`src/sv/ptcs_pkg.sv`:
```
// shared types, constants and helpers for the phase to clock block
package ptcs_pkg;

    localparam int PHASE_FRAC_BITS_DEF = 16;
    localparam int TICK_BITS           = 7;
    localparam int PRIOR_TICK_BITS     = 8;
    localparam int OFFSET_W            = 15;
    localparam int SWING_W             = 13;
    localparam int RATIO_W             = 3;
    localparam int CFG_INDEX_W         = 2;
    localparam int CFG_DATA_W          = 15;

    localparam logic [PRIOR_TICK_BITS-1:0] PRIOR_TICK_NONE = 8'hFF;
    localparam logic [RATIO_W-1:0]         RATIO_RESET     = 3'd2;
    localparam logic [RATIO_W-1:0]         RATIO_MAX       = 3'd4;
    localparam logic [TICK_BITS-1:0]       TICK_ALL        = 7'h7F;
    localparam logic [TICK_BITS-1:0]       TICK_PAIR_MASK  = 7'h7E;
    localparam int                         SWING_TICK_BIT  = 3;

    typedef enum logic [CFG_INDEX_W-1:0] {
        CFG_START_STOP = 2'd0,
        CFG_OFFSET     = 2'd1,
        CFG_SWING      = 2'd2,
        CFG_RATIO      = 2'd3
    } cfg_reg_t;

    typedef struct packed {
        logic                       start_stop_enable;
        logic signed [OFFSET_W-1:0] offset_amount;
        logic [SWING_W-1:0]         swing_amount;
        logic [RATIO_W-1:0]         clock_ratio;
    } cfg_t;

    typedef struct packed {
        logic partner_playing;
        logic partner_sync_on;
        logic resync_request;
    } flags_t;

    // clock is high on the first two ticks of each period of 128 >> code ticks
    function automatic logic clock_high(input logic [TICK_BITS-1:0] tick,
                                        input logic [RATIO_W-1:0]   ratio);
        logic [RATIO_W-1:0]   code;
        logic [TICK_BITS-1:0] mask;
        code = (ratio > RATIO_MAX) ? RATIO_MAX : ratio;
        mask = (TICK_ALL >> code) & TICK_PAIR_MASK;
        return (tick & mask) == '0;
    endfunction

endpackage

```
`src/sv/phase_to_clock_with_swing.sv`:
```
// a request passes through the input register, then the result register; out_stall can hold it in between
// throughput: one request per cycle while out_stall is low, set by the input and result registers
// the input register takes a new request while a result waits behind out_stall only if it is empty.
// reset (rst_n low, asynchronous) empties both stages, clears sync and levels,
// marks no prior tick and loads registers with ratio code 2, others zero
module phase_to_clock_with_swing #(
    parameter int PHASE_FRAC_BITS = ptcs_pkg::PHASE_FRAC_BITS_DEF
) (
    input  logic                                clk,
    input  logic                                rst_n,
    input  logic                                cfg_write,
    input  logic [ptcs_pkg::CFG_INDEX_W-1:0]    cfg_index,
    input  logic [ptcs_pkg::CFG_DATA_W-1:0]     cfg_data,
    input  logic                                in_valid,
    output logic                                in_stall,
    input  logic [PHASE_FRAC_BITS+1:0]          bar_phase,
    input  logic                                partner_playing,
    input  logic                                partner_sync_on,
    input  logic                                resync_request,
    output logic                                out_valid,
    input  logic                                out_stall,
    output logic                                clock_pulse,
    output logic                                bar_reset_pulse,
    output logic                                waiting_for_sync
);

    localparam int PHASE_W = PHASE_FRAC_BITS + 2;

    ptcs_pkg::cfg_t                     cfg_reg;
    ptcs_pkg::flags_t                   in_flags;
    ptcs_pkg::flags_t                   hold_flags;
    logic                               hold_valid;
    logic [PHASE_W-1:0]                 hold_phase;
    logic                               advance;
    logic [ptcs_pkg::TICK_BITS-1:0]     tick;

    always_ff @(posedge clk or negedge rst_n)
    begin
        if (!rst_n)
        begin
            cfg_reg.start_stop_enable <= 1'b0;
            cfg_reg.offset_amount     <= '0;
            cfg_reg.swing_amount      <= '0;
            cfg_reg.clock_ratio       <= ptcs_pkg::RATIO_RESET;
        end
        else if (cfg_write)
        begin
            unique case (ptcs_pkg::cfg_reg_t'(cfg_index))
                ptcs_pkg::CFG_START_STOP:
                    cfg_reg.start_stop_enable <= cfg_data[0];
                ptcs_pkg::CFG_OFFSET:
                    cfg_reg.offset_amount <= cfg_data[ptcs_pkg::OFFSET_W-1:0];
                ptcs_pkg::CFG_SWING:
                    cfg_reg.swing_amount <= cfg_data[ptcs_pkg::SWING_W-1:0];
                ptcs_pkg::CFG_RATIO:
                    cfg_reg.clock_ratio <= cfg_data[ptcs_pkg::RATIO_W-1:0];
                default:
                    cfg_reg <= cfg_reg;
            endcase
        end
    end

    assign in_flags.partner_playing = partner_playing;
    assign in_flags.partner_sync_on = partner_sync_on;
    assign in_flags.resync_request  = resync_request;

    ptcs_input_stage #(
        .PHASE_W (PHASE_W)
    ) u_input (
        .clk        (clk),
        .rst_n      (rst_n),
        .in_valid   (in_valid),
        .in_stall   (in_stall),
        .bar_phase  (bar_phase),
        .flags      (in_flags),
        .advance    (advance),
        .hold_valid (hold_valid),
        .hold_phase (hold_phase),
        .hold_flags (hold_flags)
    );

    ptcs_tick_quant #(
        .PHASE_FRAC_BITS (PHASE_FRAC_BITS)
    ) u_quant (
        .phase         (hold_phase),
        .offset_amount (cfg_reg.offset_amount),
        .swing_amount  (cfg_reg.swing_amount),
        .tick          (tick)
    );

    ptcs_sync_core u_core (
        .clk              (clk),
        .rst_n            (rst_n),
        .hold_valid       (hold_valid),
        .hold_flags       (hold_flags),
        .tick             (tick),
        .cfg              (cfg_reg),
        .advance          (advance),
        .out_valid        (out_valid),
        .out_stall        (out_stall),
        .clock_pulse      (clock_pulse),
        .bar_reset_pulse  (bar_reset_pulse),
        .waiting_for_sync (waiting_for_sync)
    );

endmodule

```
`src/sv/ptcs_input_stage.sv`:
```
// input register stage with valid/stall handshake
module ptcs_input_stage #(
    parameter int PHASE_W = ptcs_pkg::PHASE_FRAC_BITS_DEF + 2
) (
    input  logic                 clk,
    input  logic                 rst_n,
    input  logic                 in_valid,
    output logic                 in_stall,
    input  logic [PHASE_W-1:0]   bar_phase,
    input  ptcs_pkg::flags_t     flags,
    input  logic                 advance,
    output logic                 hold_valid,
    output logic [PHASE_W-1:0]   hold_phase,
    output ptcs_pkg::flags_t     hold_flags
);

    logic                 valid_reg;
    logic                 valid_next;
    logic [PHASE_W-1:0]   phase_reg;
    ptcs_pkg::flags_t     flags_reg;
    logic                 take;

    assign in_stall   = valid_reg && !advance;
    assign take       = in_valid && !in_stall;
    assign valid_next = take || (valid_reg && !advance);

    always_ff @(posedge clk or negedge rst_n)
    begin
        if (!rst_n)
        begin
            valid_reg <= 1'b0;
        end
        else
        begin
            valid_reg <= valid_next;
        end
    end

    always_ff @(posedge clk)
    begin
        if (take)
        begin
            phase_reg <= bar_phase;
            flags_reg <= flags;
        end
    end

    assign hold_valid = valid_reg;
    assign hold_phase = phase_reg;
    assign hold_flags = flags_reg;

endmodule

```
`src/sv/ptcs_tick_quant.sv`:
```
// phase plus offset to tick, with swing requantize on odd sixteenths
module ptcs_tick_quant #(
    parameter int PHASE_FRAC_BITS = ptcs_pkg::PHASE_FRAC_BITS_DEF
) (
    input  logic [PHASE_FRAC_BITS+1:0]                 phase,
    input  logic signed [ptcs_pkg::OFFSET_W-1:0]       offset_amount,
    input  logic [ptcs_pkg::SWING_W-1:0]               swing_amount,
    output logic [ptcs_pkg::TICK_BITS-1:0]             tick
);

    localparam int W  = PHASE_FRAC_BITS + 2;
    localparam int EW = (W > ptcs_pkg::OFFSET_W) ? W : ptcs_pkg::OFFSET_W;
    localparam int LO = W - ptcs_pkg::TICK_BITS;

    logic [EW-1:0]                      offset_ext;
    logic [EW-1:0]                      sum;
    logic [EW-1:0]                      swung;
    logic [ptcs_pkg::TICK_BITS-1:0]     tick_plain;
    logic [ptcs_pkg::TICK_BITS-1:0]     tick_swung;

    // the tick wraps per bar, so only the low bar bits of the sum matter
    assign offset_ext = EW'(offset_amount);
    assign sum        = EW'(phase) + offset_ext;
    assign swung      = sum - EW'(swing_amount);
    assign tick_plain = sum[W-1:LO];
    assign tick_swung = swung[W-1:LO];
    assign tick       = tick_plain[ptcs_pkg::SWING_TICK_BIT] ? tick_swung : tick_plain;

endmodule

```
`src/sv/ptcs_sync_core.sv`:
```
// sync tracking, held levels and the result register
module ptcs_sync_core (
    input  logic                            clk,
    input  logic                            rst_n,
    input  logic                            hold_valid,
    input  ptcs_pkg::flags_t                hold_flags,
    input  logic [ptcs_pkg::TICK_BITS-1:0]  tick,
    input  ptcs_pkg::cfg_t                  cfg,
    output logic                            advance,
    output logic                            out_valid,
    input  logic                            out_stall,
    output logic                            clock_pulse,
    output logic                            bar_reset_pulse,
    output logic                            waiting_for_sync
);

    logic                                   out_valid_reg;
    logic                                   synced_reg;
    logic                                   synced_next;
    logic                                   prior_playing_reg;
    logic                                   prior_playing_next;
    logic [ptcs_pkg::PRIOR_TICK_BITS-1:0]   prior_tick_reg;
    logic [ptcs_pkg::PRIOR_TICK_BITS-1:0]   prior_tick_next;
    logic                                   clock_level_reg;
    logic                                   clock_level_next;
    logic                                   reset_level_reg;
    logic                                   reset_level_next;
    logic                                   playing;
    logic                                   synced_mid;
    logic                                   update;

    assign advance = !out_valid_reg || !out_stall;

    always_comb
    begin
        synced_mid         = synced_reg && !hold_flags.resync_request;
        playing            = 1'b1;
        prior_playing_next = prior_playing_reg;
        if (hold_flags.partner_sync_on)
        begin
            if (cfg.start_stop_enable)
            begin
                playing = hold_flags.partner_playing;
                // play start drops sync
                if (playing && !prior_playing_reg)
                begin
                    synced_mid = 1'b0;
                end
            end
            prior_playing_next = playing;
        end

        update           = ({1'b0, tick} != prior_tick_reg) || !synced_mid;
        synced_next      = synced_mid;
        clock_level_next = clock_level_reg;
        reset_level_next = reset_level_reg;
        prior_tick_next  = prior_tick_reg;
        if (update)
        begin
            if (tick == '0)
            begin
                synced_next = 1'b1;
            end
            if (synced_next && playing)
            begin
                clock_level_next = ptcs_pkg::clock_high(tick, cfg.clock_ratio);
                reset_level_next = (tick >> 1) == '0;
            end
            else
            begin
                clock_level_next = 1'b0;
                reset_level_next = 1'b0;
            end
            prior_tick_next = {1'b0, tick};
        end
    end

    always_ff @(posedge clk or negedge rst_n)
    begin
        if (!rst_n)
        begin
            out_valid_reg     <= 1'b0;
            synced_reg        <= 1'b0;
            prior_playing_reg <= 1'b0;
            prior_tick_reg    <= ptcs_pkg::PRIOR_TICK_NONE;
            clock_level_reg   <= 1'b0;
            reset_level_reg   <= 1'b0;
        end
        else if (advance)
        begin
            out_valid_reg <= hold_valid;
            if (hold_valid)
            begin
                synced_reg        <= synced_next;
                prior_playing_reg <= prior_playing_next;
                prior_tick_reg    <= prior_tick_next;
                clock_level_reg   <= clock_level_next;
                reset_level_reg   <= reset_level_next;
            end
        end
    end

    assign out_valid        = out_valid_reg;
    assign clock_pulse      = clock_level_reg;
    assign bar_reset_pulse  = reset_level_reg;
    assign waiting_for_sync = !synced_reg;

endmodule

```
`config.mk`:
```
export PLATFORM = sky130hd
export DESIGN_NAME = phase_to_clock_with_swing
export DESIGN_NICKNAME = d
export VERILOG_FILES = /design/src/sv/ptcs_pkg.sv /design/src/sv/phase_to_clock_with_swing.sv /design/src/sv/ptcs_input_stage.sv /design/src/sv/ptcs_tick_quant.sv /design/src/sv/ptcs_sync_core.sv
export SDC_FILE = /design/constraint.sdc
export NUM_CORES = 1
export LEC_CHECK = 0
export ABC_AREA = 0
export BUFFER_PORTS_ARGS = -buffer_cell sky130_fd_sc_hd__buf_2
export CAP_MARGIN = 20
export CORE_MARGIN = 3
export CORE_UTILIZATION = 60
export CTS_CLUSTER_SIZE = 10
export DETAILED_ROUTE_END_ITERATION = 6
export HOLD_SLACK_MARGIN = 0.15
export PLACE_DENSITY = 0.94
export SLEW_MARGIN = 20
export SYNTH_ARGS = -nofsm -noshare
export SYNTH_HDL_FRONTEND = slang
export SYNTH_SLANG_ARGS = --single-unit
```
`constraint.sdc`:
```
create_clock -name clk -period 9.7 [get_ports clk]
set_clock_uncertainty 0.1 [all_clocks]
set_input_delay 1.94 -clock clk [delete_from_list [all_inputs] [get_ports clk]]
set_output_delay 1.94 -clock clk [all_outputs]
set_load 0.1 [all_outputs]
```
* Word level (Yosys, flattened, before mapping) *
Index checks and enable logic that the tools add are counted.

word-level totals
  flip-flop bits (word level) = 67
  input bits = 43
  output and inout port bits = 5
  word-level logic and storage cells = 63

cells by class
  add/sub/neg operators = 2
  $lt $le $gt $ge = 1
  equality and inequality tests = 4
  shift operators = 1
  multiplexer cells = 12
  bitwise gates (word level) = 1
  reduce and logical (&&, ||, !) cells = 27

operators with widths
  kind                                                  count
  zero test 7 bit                                       3
  adder 18 bit                                          1
  subtractor 18 x 13 -> 18 bit                          1
  two-way mux 1 bit                                     10
  AND reduction 2 bit                                   5
  zero test 1 bit                                       8
  inequality test 7 x 8 -> 1 bit                        1
  bitwise AND 7 bit                                     1
  two-way mux 7 bit                                     1
  right shift 7 x 3 -> 7 bit, first input constant      1
  AND reduction 3 bit                                   2
  logical AND 1 bit                                     5
  equality test 2 bit, second input constant            2
  greater-than comparator 3 bit, second input constant  1
  logical OR 1 bit                                      3
  two-way mux 3 bit                                     1
  equality test 2 x 1 -> 1 bit, second input constant   1
  zero test 2 bit                                       1

* Longest topological paths before layout *
Gate-level depths: netlist (run 1).

  depth in word-level cells = 10
  depth in mapped cells = 19
  mapped depth without buffers = 18

* Modules after synthesis *
From an unflattened synthesis (run 1), not the netlist that was laid out.

second synthesis, totals
  cell total of the unflattened synthesis = 333
  area, all modules = 4,041.4 um^2

by module, submodules not included
  module                     times used  cells an instance  area each (um^2)  sequential area each (um^2)
  ptcs_tick_quant            1           176                1,333.8           0.0
  phase_to_clock_with_swing  1           70                 1,312.5           802.0
  ptcs_sync_core             1           61                 706.9             335.3
  ptcs_input_stage           1           26                 688.2             655.6

* Worst setup path before layout (run 1) *
OpenSTA, ideal clock, no wires.

  path kind = input-to-output
  start point = in out_stall
  end point = out in_stall
  data arrival time = 2.667 ns
  data required time = 7.660 ns
  path slack = 4.993 ns
  stages on the path = 2
  path buffers = 0
  cells stage by stage = nand3_1 -> inv_1

between the ends
  longest elaborated chain between the ends = 4

ends and longest elaborated chain
  what                RTL line                         text
  start: declaration  phase_to_clock_with_swing.sv:21  input logic out_stall,
  zero test 1 bit     ptcs_sync_core.sv:32             assign advance = !out_valid_reg || !out_stall;
  logical OR 1 bit    ptcs_sync_core.sv:32
  zero test 1 bit     ptcs_input_stage.sv:23           assign in_stall = valid_reg && !advance;
  logical AND 1 bit   ptcs_input_stage.sv:23
  end: declaration    phase_to_clock_with_swing.sv:15  output logic in_stall,

Every way passes these cells.

* Worst setup path after layout (run 1) *
  start point = reg cfg_reg[16] (netlist name)
  end point = reg u_core.reset_level_reg (netlist: u_core.bar_reset_pulse)

between the ends
  longest elaborated chain between the ends = 8
  elaborated cells between the ends (all ways) = 12
  classes of those cells = 2 x add/sub; 1 x eq/ne; 4 x mux; 5 x reduce/logical

ends and longest elaborated chain
  what                          RTL line               text
  adder 18 bit *                ptcs_tick_quant.sv:23  assign sum = EW'(phase) + offset_ext;
  subtractor 18 x 13 -> 18 bit  ptcs_tick_quant.sv:24  assign swung = sum - EW'(swing_amount);
  two-way mux 7 bit *           ptcs_tick_quant.sv:27  assign tick = tick_plain[ptcs_pkg::SWING_TICK_BIT] ? tick_swung : tick_plain;
  zero test 7 bit               ptcs_sync_core.sv:60   if (tick == '0)
  two-way mux 1 bit             ptcs_sync_core.sv:60
  two-way mux 1 bit             ptcs_sync_core.sv:58   if (update)
  logical AND 1 bit             ptcs_sync_core.sv:64   if (synced_next && playing)
  two-way mux 1 bit             ptcs_sync_core.sv:64
  end signal: assignment        ptcs_sync_core.sv:98   reset_level_reg <= reset_level_next;
  end: declaration              ptcs_sync_core.sv:26   logic reset_level_reg;

Every way passes the cells marked *; elsewhere a longest branch is shown, timed or not. The select of a mux whose other input is x is not followed.
A chain may end at the register's enable or synchronous reset.

==> results.sh, run 1 <==
export IMPL_place_gp_congestion=0.8862
export IMPL_routed_via_density=6.261
export IMPL_post_drt_wl_per_cell_um=18.21
export IMPL_power_mw=1.186
export IMPL_r2r_end="u_core.bar_reset_pulse"
export IMPL_synth_distinct_cells=70
export IMPL_yosysWarnings=0
export IMPL_io_pins=48
export IMPL_final_period_utilization=0.5034
export IMPL_whs_endpoint="u_core.prior_tick_reg[4]"
export IMPL_fin_tns_setup_ns=0
export IMPL_wl_um=9085
export IMPL_grt_pass1_wl_um=15320
export IMPL_start_util=0.6349
export IMPL_max_freq_mhz=204.8
export IMPL_cts_setup_buffers=0
export IMPL_hpwl_um=6772
export IMPL_crit_slowest_cell="dfrtp_1"
export IMPL_core_region_area_mm2=0.006531
export IMPL_drive_above_1_share=0.2796
export IMPL_syn_area_mm2=0.004146
export IMPL_rsz0062_at_grt="false"
export IMPL_port_buffer_count=47
export IMPL_synth_edf_count=21
export IMPL_vias=3124
export IMPL_largest_reg_flops=32
export IMPL_postCtsResizedCells=0
export IMPL_cts_max_level=3
export IMPL_grt_max_degree=47
export IMPL_synth_seq_cells=67
export IMPL_status="finished, final reports clean"
export IMPL_worstSkewPairLatency_ns=0.35
export IMPL_rows=29
export IMPL_cpPeakStageDelay_ns=0.40
export IMPL_relSlewSlack=0.2941
export IMPL_ys_async_sr_fraction=0.6866
export IMPL_num_fill_cells=461
export IMPL_drtIter0Drc=210
export IMPL_antenna_found_initial=0
export IMPL_synthCells=369
export IMPL_ant_nets=0
export IMPL_worst_pin_slew_ns=1.059
export IMPL_rr_startpoint="cfg_reg[16]"
export IMPL_crit_chain="ha_1, fa_1, a21oi_1, o211ai_2, a21o_1, a21oi_1, xnor2_1, ha_1, nand2_1, o21ai_0, mux2_1, a311oi_1, and3_1, o21ai_0, a2111oi_4, a31oi_4, mux2_4"
export IMPL_critPathKind="reg -> reg"
export IMPL_synth_top_area_share=0.2233
export IMPL_drcViolationCount=0
export IMPL_hold_path_class="reg -> reg"
export IMPL_finalNonFillerCells=499
export IMPL_finalMaxSlewViolations=0
export IMPL_drv_cap=0
export IMPL_syn_num_nets=442
export IMPL_fin_crit_ns=4.883
export IMPL_power_density_mw_per_mm2=256.3
export IMPL_hold_start="u_core.prior_tick_reg[4]"
export IMPL_path_clk_slew_ns=0.08
export IMPL_ctsHoldBuffers=0
export IMPL_root_buffer="clkbuf_8"
export IMPL_synth_top_cell_by_area="dfrtp_1"
export IMPL_syn2layout_area_growth_pct=11.56
export IMPL_path_buf_inv=0
export IMPL_tritoncts="done"
export IMPL_dieWidth_um=89.13
export IMPL_drtPass1Iterations=4
export IMPL_syn_area_per_cell_um2=11.24
export IMPL_grt_use_total=0.2556
export IMPL_grt_pass1_vias=3327
export IMPL_reg2reg_depth=17
export IMPL_critical_path_required_ns=9.84
export IMPL_cts_buffers=9
export IMPL_placed_cells=483
export IMPL_grt_overflow_total=0
export IMPL_cp_arrival_ns=5.03
export IMPL_die_area_mm2=0.007944
export IMPL_clock_path_buffers=2
export IMPL_hold_viol=0
export IMPL_power_leakage_nw=2.044
export IMPL_crit_path_max_fanout=8
export IMPL_end_kind="register"
export IMPL_holdWs_ns=0.3847
export IMPL_critPathTopFamily="compound AO/OA/AOI/OAI gates"
export IMPL_synthFlopType="dfrtp_1"
export IMPL_min_path_cells=2
export IMPL_startpoint_type="register"
export IMPL_nNetsFinal=490
export IMPL_reg2reg_slack_ns=4.82
export IMPL_synthTopCellsByArea="dfrtp_1 22%, edfxtp_1 15%, ha_1 8.8%, mux2_2 8.7%, dfstp_2 5.7%"
export IMPL_cts_sinks=67
export IMPL_setup_viol=0
export IMPL_n_antenna_cell=0
export IMPL_ys_seq_area_frac=0.4324
export IMPL_irDropWorstVdd_mv=0.1363
export IMPL_dieHeight_um=89.13
cell usage in the layout (no fill, tap or decap), drive strengths merged, types with 3 or more instances in the layout:
master,count
nor3,3
clkinv,3
o211ai,4
nand2b,4
a21oi,26
a311oi,3
dfstp,9
nand4,4
o41ai,3
and2,8
edfxtp,21
a21o,10
xor2,8
a31oi,7
a211oi,10
o21ai,16
inv,24
clkbuf,11
nor2b,3
dfrtp,37
buf,47
xnor2,8
nor2,7
and3,7
nand2,23
mux2,36
ha,29
nand3,11
metrics by stage:
stage	util	worst slack (ns)	instance area, um^2
after CTS	0.7079	4.864	4623
after floorplan	-	4.993	4146
after global placement	0.6780	5.065	4428
after detailed placement	0.6780	4.900	4428
final	0.7082	4.817	4626
after global routing	0.7082	4.464	4626
Yosys cell counts (3+ instances only):
cell type  count
a21o_1         9
nand2_1       22
edfxtp_1      21
clkbuf_1       4
and3_1         5
buf_2          4
nor3_1         3
dfstp_2        9
o21ai_0       11
nand4_1        4
nor2b_1        3
xnor2_1        8
a211oi_1      10
nand2b_1       4
mux2_4         3
and2_1         7
dfrtp_1       37
a21oi_1       24
inv_1         24
nor2_1         7
a311oi_1       3
xor2_1         8
o21ai_1        5
o211ai_1       3
a31oi_1        6
o41ai_1        3
ha_1          29
mux2_2        32
nand3_1       11
area by class of cell:
cell class / instances / area, um^2 / share of cell area
Sequential cell: 67 / 1793 / 0.3876
Clock buffer: 11 / 131.4 / 0.02840
Clock inverter: 5 / 63.81 / 0.01379
Tap cell: 77 / 96.34 / 0.02083
Timing Repair Buffer: 47 / 237.7 / 0.05139
Inverter: 24 / 90.09 / 0.01948
Multi-Input combinational cell: 268 / 2213 / 0.4785
power breakdown:
part / total [mW] / switching (mW) / leakage, nW / internal (mW)
logic: 0.567 / 0.331 / 1.22 / 0.236
registers: 0.386 / 0.0332 / 0.733 / 0.353
clock network: 0.232 / 0.112 / 0.0937 / 0.120
total: 1.19 / 0.477 / 2.04 / 0.709
kinds of logic after synthesis:
logic type | Yosys count | synth area share
buffers and inverters | 34 | 0.03379
adders and majority gates | 30 | 0.09234
AOI/OAI and AO/OA | 96 | 0.1708
muxes | 38 | 0.1053
xor gates and xnor gates | 19 | 0.05070
DFF | 67 | 0.4324
and+or+nand+nor | 85 | 0.1147
worst max-delay path by stage:
stage | from | end | depth (start not counted)
2_1_floorplan | out_stall | in_stall | 2
3_3_place_gp | cfg_reg[16] | u_core.clock_pulse | 17
3_5_place_dp | cfg_reg[16] | u_core.bar_reset_pulse | 17
4_1_cts | cfg_reg[16] | u_core.bar_reset_pulse | 17
5_1_grt | cfg_reg[16] | u_core.bar_reset_pulse | 17
6_report | cfg_reg[16] | u_core.bar_reset_pulse | 17
per-layer routing:
layer | global-route usage | vias to the layer above | share of wire | wire length [um]
li1 | - | 1478 | - | -
met1 | 0.3127 | 1521 | 0.42 | 3846
met2 | 0.4320 | 97 | 0.50 | 4498
met3 | 0.05069 | 28 | 0.048 | 436
met4 | 0.1245 | 0 | 0.033 | 303
met5 | 0 | - | 0 | 0
worst min-delay path, delay by kind of cell, from the launching register on:
kind,cells,cell delay (ns)
and+or+nand+nor,2,0.10
DFF,1,0.38
Note: power is estimated with default switching activity, not from simulation.
==> inputs of run 2 (changes only) <==
- CORE_UTILIZATION: 60 -> 53
- PLACE_DENSITY: 0.94 -> 0.88
- clock period: 9.7 -> 4.2 ns (I/O delays scaled with it)
==> run 2 against run 1 <==
  * The run now ends with negative setup slack left
  * Clock-buffer cell count decreased by 1
  * Register-to-register slack got worse by 5.1 ns
  * Via count increased by 8.9%
  * Sequential cell count unchanged
  * Clock power increased to 2.5 times the previous value
  * Fmax increased by 8.0%
==> results.sh, run 2 (same netlist as run 1, synthesis figures left out) <==
export IMPL_path_clk_slew_ns=0.08
export IMPL_finalNonFillerCells=570
export IMPL_drive_above_1_share=0.4076
export IMPL_place_gp_congestion=0.9044
export IMPL_final_period_utilization=1.076
export IMPL_tritoncts="done"
export IMPL_port_buffer_count=47
export IMPL_drcViolationCount=0
export IMPL_startpoint_type="register"
export IMPL_routed_via_density=5.968
export IMPL_start_util=0.5597
export IMPL_hpwl_um=7119
export IMPL_setup_viol=6
export IMPL_core_region_area_mm2=0.007408
export IMPL_root_buffer="clkbuf_8"
export IMPL_grt_use_total=0.2506
export IMPL_path_buf_inv=1
export IMPL_io_pins=48
export IMPL_grt_max_degree=47
export IMPL_placed_cells=540
export IMPL_grt_overflow_total=0
export IMPL_clock_path_buffers=2
export IMPL_cp_arrival_ns=4.66
export IMPL_dieHeight_um=94.45
export IMPL_critPathMostFrequentCell="a21oi_4"
export IMPL_drtPass1Iterations=5
export IMPL_cts_buffers=9
export IMPL_final_common_cell="buf_4"
export IMPL_rsz0062_at_grt="true"
export IMPL_nNetsFinal=539
export IMPL_power_density_mw_per_mm2=619.5
export IMPL_post_drt_wl_per_cell_um=18.58
export IMPL_end_kind="register"
export IMPL_vias=3402
export IMPL_cpPeakStageDelay_ns=0.43
export IMPL_crit_slowest_cell="fa_2"
export IMPL_die_area_mm2=0.008921
export IMPL_grt_pass1_vias=3547
export IMPL_violations="negative setup slack"
export IMPL_largest_reg_flops=32
export IMPL_dpl_instance_area_mm2=0.004746
export IMPL_antenna_found_initial=0
export IMPL_syn2layout_area_growth_pct=25.86
export IMPL_worstSkewPairLatency_ns=0.35
export IMPL_drv_cap=0
export IMPL_critical_path_required_ns=4.34
export IMPL_n_antenna_cell=0
export IMPL_grt_pass1_wl_um=17180
export IMPL_rows=31
export IMPL_max_freq_mhz=221.2
export IMPL_irDropWorstVdd_mv=0.3264
export IMPL_status="complete, but fails checks"
export IMPL_finalMaxSlewViolations=0
export IMPL_final_cell_area_mm2=0.005219
export IMPL_holdWs_ns=0.3772
export IMPL_crit_chain="ha_2, fa_2, a21oi_4, o211ai_2, a21o_1, buf_4, xor2_1, ha_1, a21oi_4, o211ai_1, a211oi_1, a311oi_2, and3_4, or3_4, a2111oi_4, a31oi_4, mux2_4"
export IMPL_drtIter0Drc=250
export IMPL_cts_sinks=67
export IMPL_critPathKind="reg -> reg"
export IMPL_fin_crit_ns=4.521
export IMPL_critPathTopFamily="compound AO/OA/AOI/OAI gates"
export IMPL_hold_viol=0
export IMPL_crit_path_max_fanout=6
export IMPL_hold_path_class="in -> async"
export IMPL_final_util=0.7044
export IMPL_relSlewSlack=0.3454
export IMPL_fin_ws_ns=-0.3209
export IMPL_dieWidth_um=94.45
export IMPL_power_mw=3.233
export IMPL_cts_max_level=3
export IMPL_power_leakage_nw=2.328
export IMPL_ant_nets=0
export IMPL_worst_pin_slew_ns=0.9790
export IMPL_final_cell_mix="49 x buf_4, 46 x buf_2, 37 x dfrtp_1, 32 x mux2_2"
export IMPL_wl_um=10590
## run 2: cell types whose count changed in the layout (fill, tap and decap cells not counted), sizes merged
cell      change
buf          +49
clkbuf        -1
clkinv        +1
clkinvlp      -1
inv           +1
## run 2: final timing paths
kind	startpoint	end	slack, ns	depth (start not counted)
setup / recovery	u_input.hold_phase[0]	u_core.bar_reset_pulse	-0.32	17
hold / removal	rst_n	cfg_reg[3]	0.38	1
setup reg to reg	u_input.hold_phase[0]	u_core.bar_reset_pulse	-0.32	17
hold reg to reg	u_core.prior_tick_reg[4]	u_core.prior_tick_reg[4]	0.38	2
max in group asynchronous	rst_n	cfg_reg[25]	3.21	1
min in group clk	u_core.prior_tick_reg[4]	u_core.prior_tick_reg[4]	0.38	2
## run 2: power breakdown
group          leakage (nW)  switching, mW  internal [mW]
sequential            0.733         0.0773          0.815
combinational          1.48          0.955          0.801
clock                 0.112          0.271          0.314
total                  2.33           1.30           1.93
## run 2: cell type report
type,count,area [um^2]
flip-flops and latches,67,1793
well taps,99,123.9
multi-input cells,268,2384
inverters,24,90.09
fillers,509,2190
clock buffers,10,148.9
repair buffers,96,609.3
clock inverters,6,70.07
## run 2: what timing repair did
action / 4_1_cts / 5_1_grt
cloned: 0 / 0
hold endpoints to repair: 0 / 0
hold buffers: 0 / 0
setup endpoints to repair: 5 / 7
setup buffers: 12 / 3
resized for setup: 13 / 10
pin swaps: 18 / 0
## run 2: worst reg2reg max path, cell delays in order (launching register included)
cell,delay (ns)
edfxtp_1,0.38
ha_2,0.22
fa_2,0.43
a21oi_4,0.18
o211ai_2,0.11
a21o_1,0.25
buf_4,0.18
xor2_1,0.14
ha_1,0.26
a21oi_4,0.23
o211ai_1,0.12
a211oi_1,0.27
a311oi_2,0.09
and3_4,0.21
or3_4,0.34
a2111oi_4,0.41
a31oi_4,0.17
mux2_4,0.32
## run 2: per-layer routing
layer	GRT usage	routed length, um	vias up
met4	0.1070	298	0
met2	0.4155	5280	124
li1	-	-	1590
met3	0.05418	539	34
met1	0.3173	4472	1654
met5	0	0	-
## run 2: stage by stage
step	TNS, ns	setup WS [ns]
after floorplan	-0.05615	-0.02807
after global routing	-2.707	-0.5089
after detailed placement	-1.123	-0.2957
after CTS	-0.7794	-0.2156
after global placement	-0.6342	-0.1854
final	-1.509	-0.3209
==> inputs of run 3 (changes only) <==
- CORE_ASPECT_RATIO: not set -> 0.5
==> run 3 against run 2 <==
  * The flow still finishes with violations (negative setup slack)
  * Worst hold slack improved by 0.0055 ns
  * Register-to-register slack got worse by 0.11 ns
  * Fmax shrank 2.3%
  * Global-route usage increased by 2.5 points
  * Utilization up 4.2 points
==> results.sh, run 3 (same netlist as run 1, synthesis figures left out) <==
export IMPL_final_cell_mix="71 x buf_4, 46 x buf_2, 37 x dfrtp_1, 32 x mux2_2, 24 x inv_1"
export IMPL_fin_ws_ns=-0.4291
export IMPL_rsz0062_at_grt="true"
export IMPL_drtPass1Iterations=5
export IMPL_dieHeight_um=68.55
export IMPL_final_common_cell="buf_4"
export IMPL_start_util=0.5559
export IMPL_final_period_utilization=1.102
export IMPL_place_ws_ns=-0.2511
export IMPL_violations="negative setup slack"
export IMPL_status="complete, but fails checks"
export IMPL_power_leakage_nw=2.488
export IMPL_largest_reg_flops=32
export IMPL_num_fill_cells=432
export IMPL_syn2layout_area_growth_pct=34.37
export IMPL_clock_path_buffers=2
export IMPL_max_freq_mhz=216.0
export IMPL_critical_path_required_ns=4.33
export IMPL_hpwl_um=7348
export IMPL_drive_above_1_share=0.4687
export IMPL_dpl_instance_area_mm2=0.004817
export IMPL_cts_max_level=3
export IMPL_ant_nets=0
export IMPL_antenna_found_initial=0
export IMPL_relSlewSlack=0.4091
export IMPL_dieWidth_um=131.1
export IMPL_register_area_mm2=0.001793
export IMPL_finalNonFillerCells=603
export IMPL_grt_overflow_total=0
export IMPL_grt_use_total=0.2760
export IMPL_final_cell_area_mm2=0.005572
export IMPL_grtUsageMet2=0.4653
export IMPL_routed_via_density=6.136
export IMPL_placed_cells=557
export IMPL_path_clk_slew_ns=0.06
export IMPL_fin_tns_setup_ns=-2.150
export IMPL_power_density_mw_per_mm2=672.6
export IMPL_n_antenna_cell=0
export IMPL_startpoint_type="register"
export IMPL_irDropWorstVdd_mv=0.2879
export IMPL_fin_crit_ns=4.629
export IMPL_io_pins=48
export IMPL_port_buffer_count=47
export IMPL_worstSkewPairLatency_ns=0.34
export IMPL_core_region_area_mm2=0.007460
export IMPL_worst_pin_slew_ns=0.8837
export IMPL_power_mw=3.748
export IMPL_drcViolationCount=0
export IMPL_grt_pass1_vias=3569
export IMPL_post_drt_wl_per_cell_um=21.14
export IMPL_use_met3=0.07615
export IMPL_vias=3700
export IMPL_multi_input_area_mm2=0.002495
export IMPL_groute_layer_met1_usage=0.3351
export IMPL_nNetsFinal=563
export IMPL_die_area_mm2=0.008986
export IMPL_grt_max_degree=47
export IMPL_drtIter0Drc=351
export IMPL_hold_path_class="reg -> reg"
export IMPL_wl_um=12750
export IMPL_tritoncts="done"
export IMPL_drv_cap=0
export IMPL_critPathKind="reg -> reg"
export IMPL_setup_viol=6
export IMPL_finalMaxSlewViolations=0
export IMPL_place_gp_congestion=0.9349
export IMPL_end_kind="register"
export IMPL_cts_buffers=9
export IMPL_grt_busiest_layer="met2"
export IMPL_cp_arrival_ns=4.76
export IMPL_hold_viol=0
export IMPL_crit_path_max_fanout=5
export IMPL_rows=22
export IMPL_root_buffer="clkbuf_16"
export IMPL_grt_pass1_wl_um=18400
export IMPL_cts_sinks=67
## run 3: cell count changes in the layout (fill, tap and decap cells not counted), moves of 4 or more
cell	change
a21oi_2	+4
buf_4	+22
clkinv_2	+4
clkbuf_16	+8
clkbuf_8	-9
a211oi_2	+6
a211oi_1	-6
## run 3: critical path: stages, from the launching register on
cell and delay (ns):
edfxtp_1 0.42, ha_4 0.19, buf_6 0.11, a21o_1 0.21
a2111oi_4 0.40, a21o_2 0.22, buf_6 0.11, a211oi_2 0.06
buf_4 0.18, ha_4 0.30, nand2_1 0.10, o21ai_2 0.19
o21ai_0 0.18, a31oi_2 0.26, buf_4 0.17, buf_4 0.12
buf_4 0.13, nor4_2 0.05, buf_4 0.17, a2111oi_4 0.33
a31oi_4 0.19, mux2_4 0.33
## run 3: per-stage QoR
stage / util / hold WS, ns
after global routing: 0.7469 / 0.3870
final: 0.7469 / 0.3827
after floorplan: - / 0.3486
after CTS: 0.7209 / 0.3813
after detailed placement: 0.6458 / 0.3760
after global placement: 0.6458 / 0.3600
## run 3: repair_timing
item,4_1_cts,5_1_grt
hold buffers,0,0
pin swaps,29,28
gates resized for setup,17,26
setup endpoints to repair,5,8
setup buffers,24,8
## run 3: power by group
group / internal, mW / leakage (nW) / switching [mW]
sequential: 0.817 / 0.733 / 0.0847
combinational: 1.04 / 1.62 / 1.13
clock: 0.394 / 0.132 / 0.291
## run 3: final cells by class
cell class / count / share of cell area
multi-input cells: 268 / 0.4478
well taps: 108 / 0.02425
repair buffers: 120 / 0.1430
clock inverters: 6 / 0.005839
flip-flops and latches: 67 / 0.3218
inverters: 24 / 0.01617
clock buffers: 10 / 0.04110
## run 3: worst paths after layout
check	depth (start not counted)	startpoint	to	slack, ns
min in group asynchronous	1	rst_n	u_core.out_valid	0.41
max in group asynchronous	1	rst_n	cfg_reg[8]	3.17
max reg2reg	21	u_input.hold_phase[0]	u_core.clock_pulse	-0.43
max	21	u_input.hold_phase[0]	u_core.clock_pulse	-0.43
min	2	u_core.prior_tick_reg[2]	u_core.prior_tick_reg[2]	0.38
min reg2reg	2	u_core.prior_tick_reg[2]	u_core.prior_tick_reg[2]	0.38
## run 3: metal layers
layer,part of all wire,vias up,routed length [um]
li1,-,1632,-
met1,0.39,1811,5021
met2,0.49,195,6194
met3,0.082,62,1050
met4,0.038,0,482
met5,0,-,0
